`src/mi4_pkg.sv`:
```
// Shared types and constants for the 4x4 matrix inverse block.
package mi4_pkg;

    // Controller states
    typedef enum logic [6:0] {
        S_LOAD  = 7'b0000001,
        S_MINOR = 7'b0000010,
        S_DET   = 7'b0000100,
        S_CHECK = 7'b0001000,
        S_DIV   = 7'b0010000,
        S_EMIT  = 7'b0100000,
        S_WAIT  = 7'b1000000
    } t_state;

    // Datapath command group
    typedef struct packed {
        logic       store_we;     // write entry at load slot
        logic       minor_go;     // begin one minor evaluation
        logic [3:0] minor_idx;    // minor being evaluated
        logic       det_go;       // begin determinant term
        logic [1:0] det_col;      // determinant column
        logic       det_clr;      // clear determinant accumulator
        logic       div_go;       // begin one divide
        logic [3:0] out_pos;      // inverse entry position
        logic       emit;         // present result
    } t_cmd;

    // Datapath status group
    typedef struct packed {
        logic done;               // current multistep operation finished
        logic singular;           // determinant is zero
    } t_sts;

    localparam logic signed [63:0] SAT_HI = 64'sh7FFF_FFFF_FFFF_FFFF;
    localparam logic signed [63:0] SAT_LO = -64'sh7FFF_FFFF_FFFF_FFFF;

    // Minor term order: rows a..i selected per term step
    // Term t uses (x,y,z) from the 3x3 grid index 0..8; sign set for t>=3
    function automatic logic [3:0] term_pick(input logic [2:0] t, input logic [1:0] k);
        logic [3:0] r;
        begin
            r = 4'd0;
            case (t)
                3'd0: r = (k == 2'd0) ? 4'd0 : (k == 2'd1) ? 4'd4 : 4'd8;
                3'd1: r = (k == 2'd0) ? 4'd1 : (k == 2'd1) ? 4'd5 : 4'd6;
                3'd2: r = (k == 2'd0) ? 4'd2 : (k == 2'd1) ? 4'd3 : 4'd7;
                3'd3: r = (k == 2'd0) ? 4'd6 : (k == 2'd1) ? 4'd4 : 4'd2;
                3'd4: r = (k == 2'd0) ? 4'd7 : (k == 2'd1) ? 4'd5 : 4'd0;
                3'd5: r = (k == 2'd0) ? 4'd8 : (k == 2'd1) ? 4'd3 : 4'd1;
                default: r = 4'd0;
            endcase
            return r;
        end
    endfunction

endpackage

```
`src/mi4_ctrl.sv`:
```
// Controller sequencing load, minors, determinant and divides.
module mi4_ctrl (
    input  logic            i_clk,
    input  logic            i_rst_n,
    input  logic            start,
    output logic            busy,
    input  mi4_pkg::t_sts   i_sts,
    output mi4_pkg::t_cmd   o_cmd
);

    mi4_pkg::t_state r_state, n_state;
    logic [3:0] r_cnt, n_cnt;
    logic       r_go, n_go;

    // Advance state
    always_ff @(posedge i_clk) begin
        if (!i_rst_n) begin
            r_state <= mi4_pkg::S_LOAD;
            r_cnt   <= 4'd0;
            r_go    <= 1'b0;
        end else begin
            r_state <= n_state;
            r_cnt   <= n_cnt;
            r_go    <= n_go;
        end
    end

    assign busy = (r_state != mi4_pkg::S_LOAD);

    // Next state and command
    always_comb begin
        n_state = r_state;
        n_cnt   = r_cnt;
        n_go    = 1'b0;
        o_cmd   = '0;
        o_cmd.minor_idx = r_cnt;
        o_cmd.det_col   = r_cnt[1:0];
        o_cmd.out_pos   = r_cnt;
        unique case (r_state)
            mi4_pkg::S_LOAD: begin
                if (start) begin
                    o_cmd.store_we = 1'b1;
                    n_cnt = r_cnt + 4'd1;
                    if (r_cnt == 4'd15) begin
                        n_state = mi4_pkg::S_MINOR;
                        n_go    = 1'b1;
                    end
                end
            end
            mi4_pkg::S_MINOR: begin
                o_cmd.minor_go = r_go;
                if (i_sts.done && !r_go) begin
                    n_cnt = r_cnt + 4'd1;
                    n_go  = 1'b1;
                    if (r_cnt == 4'd15) begin
                        n_state = mi4_pkg::S_DET;
                        o_cmd.det_clr = 1'b1;
                    end
                end
            end
            mi4_pkg::S_DET: begin
                o_cmd.det_go = r_go;
                if (i_sts.done && !r_go) begin
                    n_cnt = r_cnt + 4'd1;
                    n_go  = 1'b1;
                    if (r_cnt == 4'd3) begin
                        n_state = mi4_pkg::S_CHECK;
                        n_cnt   = 4'd0;
                        n_go    = 1'b0;
                    end
                end
            end
            mi4_pkg::S_CHECK: begin
                if (i_sts.singular) n_state = mi4_pkg::S_EMIT;
                else begin
                    n_state = mi4_pkg::S_DIV;
                    n_go    = 1'b1;
                end
            end
            mi4_pkg::S_DIV: begin
                o_cmd.div_go = r_go;
                if (i_sts.done && !r_go) n_state = mi4_pkg::S_EMIT;
            end
            mi4_pkg::S_EMIT: begin
                o_cmd.emit = 1'b1;
                n_cnt = r_cnt + 4'd1;
                if (r_cnt == 4'd15) n_state = mi4_pkg::S_WAIT;
                else if (!i_sts.singular) begin
                    n_state = mi4_pkg::S_DIV;
                    n_go    = 1'b1;
                end
            end
            mi4_pkg::S_WAIT: begin
                n_state = mi4_pkg::S_LOAD;
                n_cnt   = 4'd0;
            end
            default: n_state = mi4_pkg::S_LOAD;
        endcase
    end

endmodule

```
`config.mk`:
```
export PLATFORM = sky130hd
export DESIGN_NAME = mi4_ctrl
export DESIGN_NICKNAME = d
export VERILOG_FILES = /design/src/mi4_pkg.sv /design/src/mi4_ctrl.sv
export SDC_FILE = /design/constraint.sdc
export NUM_CORES = 1
export LEC_CHECK = 0
export BUFFER_PORTS_ARGS = -buffer_cell sky130_fd_sc_hd__buf_2
export CORE_MARGIN = 2
export CORE_UTILIZATION = 40
export CTS_BUF_LIST = sky130_fd_sc_hd__clkbuf_4 sky130_fd_sc_hd__clkbuf_8
export DETAILED_ROUTE_END_ITERATION = 7
export PLACE_DENSITY = 0.69
export SLEW_MARGIN = 20
export SYNTH_ARGS = -nofsm -noshare
export SYNTH_HDL_FRONTEND = slang
export SYNTH_SLANG_ARGS = --single-unit
```
`constraint.sdc`:
```
create_clock -name i_clk -period 2.5 [get_ports i_clk]
set_input_delay 0.25 -clock i_clk [delete_from_list [all_inputs] [get_ports i_clk]]
set_output_delay 0.25 -clock i_clk [all_outputs]
set_load 0.005 [all_outputs]
```
# After elaboration in Yosys (flattened, before gate mapping)
# Index checks and enable logic that the tools add are counted.
dict set report word_totals {
  latch_bits 0
  mem_bits_rw 0
  rom_bits 0
  reg_bits 12
  memories 0
  wordCells 59
}
dict set report op_classes {
  n_mux 32
  magnitude_cmp 0
  bitwise_logic 0
  mul 0
  add_sub_neg 1
  n_reduce_logical 5
  eq_ne 18
  shift 0
  n_div 0
}
# op count
set ops {}
lappend ops {{two-way mux 7 bit} 9}
lappend ops {{one-hot mux 7 bit (6 select lines)} 1}
lappend ops {{one-hot mux 4 bit (5 select lines)} 1}
lappend ops {{two-way mux 4 bit} 4}
lappend ops {{two-way mux 1 bit} 15}
lappend ops {{inequality test 2 bit (second input constant)} 7}
lappend ops {{AND reduction 8 bit} 1}
lappend ops {{== test 7 x 1 -> 1 bit (second input constant)} 1}
lappend ops {{== test 7 x 2 -> 1 bit (second input constant)} 1}
lappend ops {{== test 7 x 3 -> 1 bit (second input constant)} 1}
lappend ops {{== test 7 x 4 -> 1 bit (second input constant)} 1}
lappend ops {{== test 7 x 5 -> 1 bit (second input constant)} 1}
lappend ops {{== test 7 x 6 -> 1 bit (second input constant)} 1}
lappend ops {{== test 7 bit (second input constant)} 1}
lappend ops {{inequality test 7 x 1 -> 1 bit (second input constant)} 1}
lappend ops {{two-way mux 6 bit} 1}
lappend ops {{one-hot mux 1 bit (5 select lines)} 1}
lappend ops {{nonzero test 5 bit} 1}
lappend ops {{adder 4 x 1 -> 4 bit (second input constant)} 1}
lappend ops {{== test 4 x 2 -> 1 bit (second input constant)} 1}
lappend ops {{== test 4 bit (second input constant)} 1}
lappend ops {{AND reduction 4 bit} 1}
lappend ops {{inequality test 3 bit (second input constant)} 1}
lappend ops {{logical AND 1 bit} 1}
lappend ops {{zero test 1 bit} 1}

# Longest topological paths before layout
# Gate-level depths: netlist (run 1).
dict set report depth {
  word_depth 4
  ltp_mapped 7
}

# Least setup slack after synthesis (run 1)
# No wires, ideal clock.
dict set report synth_path {
  path_kind {reg2reg}
  startpoint {reg r_cnt[0]}
  endpoint {reg r_state[0]}
  setup_slack_ns 0.658
  arrival_time_ns 1.725
  period_less_slack_ns 1.842
  required_time_ns 2.383
  stages_incl_launch_ff 7
  setup_ns 0.117
  cell_sequence {dfxtp_1 -> ha_1 -> or3b_1 -> a32o_1 -> nand2_1 -> nand4b_4 -> a32o_1}
}
dict set report synth_between {
  elab_chain_cells 3
  word_cells_on_any_way 9
  classes_between {eq/ne (6); mux (2); reduce/logical (1)}
}
# item line_no
set synth_rtl {}
lappend synth_rtl {{from (decl)} mi4_ctrl.sv:12} ;# logic [3:0] r_cnt, n_cnt;
lappend synth_rtl {{from (signal assigned)} mi4_ctrl.sv:23} ;# r_cnt <= n_cnt;
lappend synth_rtl {{== test 4 bit or == test 4 x 2 -> 1 bit (tied branches)} -}
lappend synth_rtl {{inequality test 3 bit (no source line) (tied with other cells)} -}
lappend synth_rtl {{AND reduction 8 bit (no source line) or one-hot mux 7 bit (6 select lines) (tied branches)} -}
lappend synth_rtl {{to (signal assigned)} mi4_ctrl.sv:18} ;# r_state <= mi4_pkg::S_LOAD;
lappend synth_rtl {{to (signal assigned)} mi4_ctrl.sv:22} ;# r_state <= n_state;
lappend synth_rtl {{to (decl)} mi4_ctrl.sv:11} ;# mi4_pkg::t_state r_state, n_state;
# Several ways; a longest one is shown, not always the timed one.
# A chain may end at the register's enable or synchronous reset.

# Final worst setup path (run 1)
# Same ends and word-level chain as after synthesis.

==> key figures, run 1 <==
Die
  – Die Ht: around 52 µm
  – Initial Utilization: 42.1%
  – CORE AREA: approximately 2200 µm²
  – Row count: 17
  – Io pins: 22
  – Die footprint: approximately 2700 µm²
  – Die Span X: between 50 and 60 µm

Synth
  – Post-Syn Nets: between 100 and 150
  – Synthesized flop and latch total: 12
  – Primary FF master, synth: dfxtp_1
  – Yosys warns: 0
  – Seq/Total Area, Yosys: between 20% and 30%
  – Cells after Synth: roughly 110
  – Most common library cells after synthesis: 12 x dfxtp_1, 11 x nand2_1, 8 x nand3_1
  – Area leader, netlist: dfxtp_1
  – EDFF count, synth: 0
  – Area contributors post-synth: dfxtp_1 26%, buf_4 4.9%, nor4b_2 4.9%, nand2_1 4.5%, nand3_1 4.3%
  – Unique masters post-synth: 45
  – Mapped cell area: approximately 920 µm²
  – Syn_area_per_cell: 8.47 µm²
  – Top cell type's share of synthesized area: 26.0%
  – Post-synthesis async set-or-reset flop share: 0%
  – Most frequent cell after synthesis: dfxtp_1

Status
  – Status: finished, final reports clean

Setup path
  – Arrival @ worst endpoint: approximately 2.2 ns
  – Crit-path max FO: 8
  – R2r startpoint: r_cnt[0]$_SDFFE_PN0P_
  – Critical Path Start: r_cnt[0]$_SDFFE_PN0P_
  – CP Launch Type: flip-flop
  – Required @ worst endpoint: ~2.7 ns
  – WS Path Type: reg2reg
  – Worst reg2reg path depth: 6
  – Crit end category: flip-flop
  – Worst reg-to-reg setup slack: ~0.51 ns
  – Worst flop-to-flop path endpoint: r_state[0]$_SDFFE_PN1P_

STA
  – RSZ-0062 raised after global routing: false
  – FMAX: 504 MHz
  – Worst Max-Slew Pin Slew: 0.405 ns
  – Hold Vio Cnt, Final: 0
  – Slew Limit Fails: 0
  – Final worst slack: between 0.5 and 0.6 ns
  – Fin Setup TNS: 0 ns
  – Worst clock skew: between 0.004 and 0.005 ns
  – Hold slack: between 0.2 and 0.25 ns
  – Final Cycle Share: 79.4%
  – Crit path time final: roughly 2.0 ns
  – Slew Limit Headroom: between 70 and 80%
  – Final setup violation count: 0

Global route
  – Grt ovf: 0
  – GRT Util Overall: between 10% and 20%
  – Largest net degree at the start of global routing: 17
  – First-pass GRT wire length: 3370 µm
  – Initial antenna violation count: 0
  – Number of global-route vias before repair: 724

Power and ir drop
  – Leakage: 0.443 nW
  – Maximum vdd drop: 0.000258 V
  – Pwr dens: slightly below 400 nW/µm²
  – Overall Power: roughly 0.4 mW

Min path
  – Path category of the worst min-delay check: in2reg
  – Worst Hold Launch: i_sts[0]
  – Hold EP: r_state[5]$_SDFFE_PN0P_
  – WHS Path Cells: 3

Layout
  – Share of layout cells above drive strength 1: approximately 29%
  – Finished Cell Area: just over 1000 µm²
  – Post-layout instance count excluding filler cells: around 150
  – Area grow syn2layout: 11.4%
  – Final net count: between 100 and 150
  – Core Util, Final: approximately 47%
  – Diodes inserted: 0

Drt
  – Total routed wirelength: around 2100 µm
  – Via density: between 5 and 6
  – First-pass detailed-route iteration total: 4
  – Avg WL per Cell: 14.2 µm
  – Antenna viol nets, final: 0
  – Initial DRC Count: 30
  – Vias: 876
  – Number of remaining DRC errors: 0

Placed design
  – Placed Area: about 990 µm²
  – DPL Wire Length: between 1500 and 2000 µm
  – Port Buffers: 21
  – Placed Cells: around 150
  – RD Place Congestion: around 0.75
  – Dpl ws: approximately 0.55 ns

Run
  – Max-Cap Viols: 0

Clock tree
  – H-tree Lvls: 1
  – Clk root buf: clkbuf_4
  – Clock Latency Late Sink: ~0.28 ns
  – Clock tree from TritonCTS: done
  – CTS Buf Count: 3
  – CTS Sinks: 12
  – Post-CTS setup repair buffer count: 0
  – Clock slew at reported path FFs: roughly 0.090 ns
  – Cts repair resizes: 0
  – CTS max path bufs: 2
  – Number of hold buffers added after CTS: 0
-- worst max-delay path: stages (launching register included) --
cell      delay [ns]
dfxtp_1         0.43
ha_1            0.25
or3b_1          0.43
a32o_1          0.22
nand2_1         0.10
nand4b_4        0.19
a32o_1          0.25
-- placed cells by master, fill, tap and decap left out, types with 2 or more instances in the layout --
master	count
dfxtp_1	12
and3_1	4
o22ai_1	3
nor4b_2	3
xor2_1	3
nor2_1	6
mux2i_1	3
nand4b_1	2
a211oi_1	2
a32o_1	2
and2_1	3
nand2_1	11
o21ai_1	3
o211ai_1	2
nor3_1	2
nand3_1	8
o21ai_0	3
buf_2	21
clkbuf_4	3
inv_1	2
-- layer usage --
| layer | share of wire [%] | track usage [%] | up-vias |
|---|---|---|---|
| met3 | 7.7 | 3.74 | 4 |
| met1 | 44 | 21.9 | 404 |
| met4 | 0.89 | 3.95 | 0 |
| met2 | 48 | 26.8 | 37 |
| met5 | 0 | 0 | - |
| li1 | - | - | 431 |
-- power breakdown --
| group | switching [mW] | total, mW | internal (mW) |
|---|---|---|---|
| sequential | 0.00429 | 0.198 | 0.194 |
| clock | 0.0734 | 0.162 | 0.0886 |
| combinational | 0.0187 | 0.0359 | 0.0172 |
| total | 0.0964 | 0.396 | 0.300 |
-- sequential cells by signal (all words and copies together), names as in the netlist --
signal	cells
r_cnt	4
r_go	1
r_state	7
-- area by class of cell --
class / instances / area [µm²]
inverter: 3 / 11.3
timing repair buffer: 22 / 113
fill: 212 / 1160
sequential: 12 / 240
clock buffer: 4 / 36.3
multi-input combinational: 82 / 593
tap: 28 / 35.0
-- worst max path at each step --
stage | slack [ns] | to
detailed placement | 0.55 | r_state[0]$_SDFFE_PN1P_
finish | 0.51 | r_state[0]$_SDFFE_PN1P_
CTS | 0.53 | r_state[0]$_SDFFE_PN1P_
global route | 0.40 | r_state[0]$_SDFFE_PN1P_
floorplan | 0.66 | r_state[0]$_SDFFE_PN1P_
global placement | 0.58 | r_state[2]$_SDFFE_PN0P_
-- logic make-up after synthesis --
logic type	count (synthesis)	synth area share (%)
multiplexers	3	3.25
AND/OR/NAND/NOR	52	37.1
adder cells (fa/ha/maj)	1	1.35
XOR/XNOR	3	2.85
AO/OA/AOI/OAI	23	19.6
buffers and inverters	15	9.76
flip-flops	12	26.0
No activity file was read; power rests on OpenSTA's default activity.
==> run 2: changes to the inputs <==
==> constraint.sdc (replaced) <==
create_clock -name i_clk -period 1.88 [get_ports i_clk]
set_input_delay 0.188 -clock i_clk [delete_from_list [all_inputs] [get_ports i_clk]]
set_output_delay 0.188 -clock i_clk [all_outputs]
set_load 0.005 [all_outputs]
==> key figures, run 2 (same netlist as run 1, synthesis figures left out) <==
Status
  – Status: finished, final reports clean (unchanged)

STA
  – Slew Limit Headroom: 76.4% (was 72.7%)
  – Hold Vio Cnt, Final: 0 (unchanged)
  – Worst Max-Slew Pin Slew: 0.353 ns (was 0.405 ns)
  – Crit path time final: 1.84 ns (was 1.99 ns)
  – Slew Limit Fails: 0 (unchanged)
  – Final Cycle Share: 97.9% (was 79.4%)
  – Worst clock skew: 0.00837 ns (was 0.00464 ns)
  – RSZ-0062 raised after global routing: true (was false)
  – Final setup violation count: 0 (unchanged)
  – Fin Setup TNS: 0 ns (unchanged)
  – FMAX: 543 MHz (was 504 MHz)

Setup path
  – CP Launch Type: flip-flop (unchanged)
  – WS Path Type: reg2reg (unchanged)
  – Worst flop-to-flop path endpoint: r_cnt[2]$_SDFFE_PN0P_ (was r_state[0]$_SDFFE_PN1P_)
  – Worst reg-to-reg setup slack: 0.04 ns (was 0.51 ns)
  – Crit path cell chain: nor4b_2 > a211oi_1 > o41a_1 > or2_4 > o32ai_2 (was ha_1 > or3b_1 > a32o_1 > nand2_1 > nand4b_4 > a32o_1)
  – R2r startpoint: r_state[5]$_SDFFE_PN0P_ (was r_cnt[0]$_SDFFE_PN0P_)
  – CP peak stage delay: 0.46 ns (was 0.43 ns)
  – Arrival @ worst endpoint: 2.04 ns (was 2.16 ns)
  – CP max stage cell: dfxtp_1 (unchanged)
  – CP Buf/Inv Count: 0 (unchanged)
  – CP top delay family: compound AO/OA/AOI/OAI gates (was simple AND/OR/NAND/NOR gates)
  – Crit end category: flip-flop (unchanged)
  – Worst reg2reg path depth: 5 (was 6)
  – Required @ worst endpoint: 2.08 ns (was 2.68 ns)
  – Crit-path max FO: 8 (unchanged)

Placed design
  – Port Buffers: 21 (unchanged)
  – Placed Cells: 160 (was 147)
  – RD Place Congestion: 0.820 (was 0.750)
  – Placed Area: 1090 µm² (was 992 µm²)
  – DPL Wire Length: 1790 µm (was 1590 µm)

Clock tree
  – Number of hold buffers added after CTS: 0 (unchanged)
  – CTS max path bufs: 2 (unchanged)
  – H-tree Lvls: 1 (unchanged)
  – CTS Sinks: 12 (unchanged)
  – Clock Latency Late Sink: 0.29 ns (was 0.28 ns)
  – Clock tree from TritonCTS: done (unchanged)
  – Clk root buf: clkbuf_4 (unchanged)
  – Clock slew at reported path FFs: 0.08 ns (was 0.09 ns)
  – CTS Buf Count: 3 (unchanged)

Global route
  – Met2 usage: 33.1% (was 26.8%)
  – Number of global-route vias before repair: 873 (was 724)
  – Initial antenna violation count: 0 (unchanged)
  – Largest net degree at the start of global routing: 17 (unchanged)
  – First-pass GRT wire length: 3730 µm (was 3370 µm)
  – Met3 Use GR: 3.16% (was 3.74%)
  – Grt ovf: 0 (unchanged)
  – Global route hottest layer: met2 (unchanged)
  – GRT Util Overall: 18.5% (was 16.5%)
  – Met1 Use GR: 21.8% (was 21.9%)

Die
  – Row count: 17 (unchanged)
  – Die footprint: 2710 µm² (unchanged)
  – Die Span X: 52.0 µm (unchanged)
  – Initial Utilization: 42.1% (unchanged)
  – Io pins: 22 (unchanged)
  – Die Ht: 52.0 µm (unchanged)
  – CORE AREA: 2190 µm² (unchanged)

Drt
  – First-pass detailed-route iteration total: 4 (unchanged)
  – Vias: 957 (was 876)
  – Avg WL per Cell: 14.0 µm (was 14.2 µm)
  – Via density: 5.80 (about the same)
  – Antenna viol nets, final: 0 (unchanged)
  – Total routed wirelength: 2300 µm (was 2150 µm)
  – Number of remaining DRC errors: 0 (unchanged)
  – Initial DRC Count: 38 (was 30)

Layout
  – Share of layout cells above drive strength 1: 40.9% (was 29.3%)
  – Commonest non-fill, non-tap cells in the layout: 21 x buf_2, 15 x buf_4, 11 x nand2_1 (was 21 x buf_2, 12 x dfxtp_1, 11 x nand2_1)
  – Post-layout instance count excluding filler cells: 165 (was 151)
  – Commonest non-fill, non-tap cell in the layout: buf_2 (unchanged)
  – # fillers: 212 (unchanged)
  – Diodes inserted: 0 (unchanged)
  – Largest register FFs: 7 (unchanged)
  – Multi-input logic area: 604 µm² (was 593 µm²)
  – Finished Cell Area: 1150 µm² (was 1030 µm²)
  – Register area: 246 µm² (was 240 µm²)
  – Biggest regs: r_state: 7 flops, r_cnt: 4 flops, r_go: 1 flops (unchanged)
  – Reg with most FFs: r_state (unchanged)
  – Final net count: 144 (was 130)
  – Area grow syn2layout: 24.7% (was 11.4%)

Power and ir drop
  – Leakage: 0.515 nW (was 0.443 nW)
  – Pwr dens: 469 nW/µm² (was 385 nW/µm²)
  – Maximum vdd drop: 0.000318 V (was 0.000258 V)

Min path
  – WHS Path Cells: 3 (unchanged)
  – Path category of the worst min-delay check: in2reg (unchanged)
  – Worst Hold Launch: i_sts[0] (unchanged)
  – Hold EP: r_state[5]$_SDFFE_PN0P_ (unchanged)

Run
  – Max-Cap Viols: 0 (unchanged)
run 2: changes by cell type in the layout (fill, tap and decap cells not counted):
cell,previous run,this run
or3b_4,0,1
nor4_2,1,0
nor4_4,0,1
or3b_1,1,0
buf_4,1,15
dfxtp_1,12,7
dfxtp_2,0,5
run 2: repair_timing:
item / 4_1_cts / 5_1_grt
setup endpoints to repair: 2 / 12
buffers inserted: 0 / 1
gates resized for setup: 2 / 5
pin swaps: 0 / 2
run 2: layout make-up:
class	instances	share of cell area, %
clock buffers	4	3.15
inverters	3	0.978
multi-input cells	82	52.5
flip-flops and latches	12	21.4
well taps	28	3.04
repair buffers	36	18.9
run 2: where the power goes:
group / internal, mW / switching (mW)
logic: 0.0316 / 0.0315
registers: 0.258 / 0.00199
clock network: 0.118 / 0.0988
run 2: per-stage QoR:
step           hold slack (ns)  power (mW)  setup slack [ns]  util, %
2_1_floorplan            0.325       0.306            0.0377        -
3_3_place_gp             0.465       0.327            0.0151     49.7
3_5_place_dp             0.472       0.328           -0.0166     49.7
4_1_cts                  0.187       0.543            0.0219     51.5
5_1_grt                  0.194       0.559           -0.0645     52.5
6_report                 0.180       0.540            0.0393     52.5
run 2: metal layers:
layer	wire length, µm	vias up
li1	-	462
met1	964	452
met2	1130	40
met3	182	3
met4	31	0
met5	0	-
run 2: tightest hold or removal path, delay by kind of cell:
| family | cells | cell delay (ns) |
|---|---|---|
| simple gates | 1 | 0.06 |
| compound gates | 1 | 0.07 |
| buf+inv | 1 | 0.10 |
run 2: worst max path at each step:
stage                                        from                 endpoint  slack (ns)  cells past startpoint
after floorplan             r_cnt[0]$_SDFFE_PN0P_  r_state[0]$_SDFFE_PN1P_        0.04                      6
after global placement    r_state[0]$_SDFFE_PN1P_    r_cnt[2]$_SDFFE_PN0P_        0.02                      5
after detailed placement  r_state[0]$_SDFFE_PN1P_    r_cnt[2]$_SDFFE_PN0P_       -0.02                      5
after CTS                 r_state[1]$_SDFFE_PN0P_                 o_cmd[5]        0.02                      4
after global routing      r_state[5]$_SDFFE_PN0P_    r_cnt[2]$_SDFFE_PN0P_       -0.06                      5
final                     r_state[5]$_SDFFE_PN0P_    r_cnt[2]$_SDFFE_PN0P_        0.04                      5
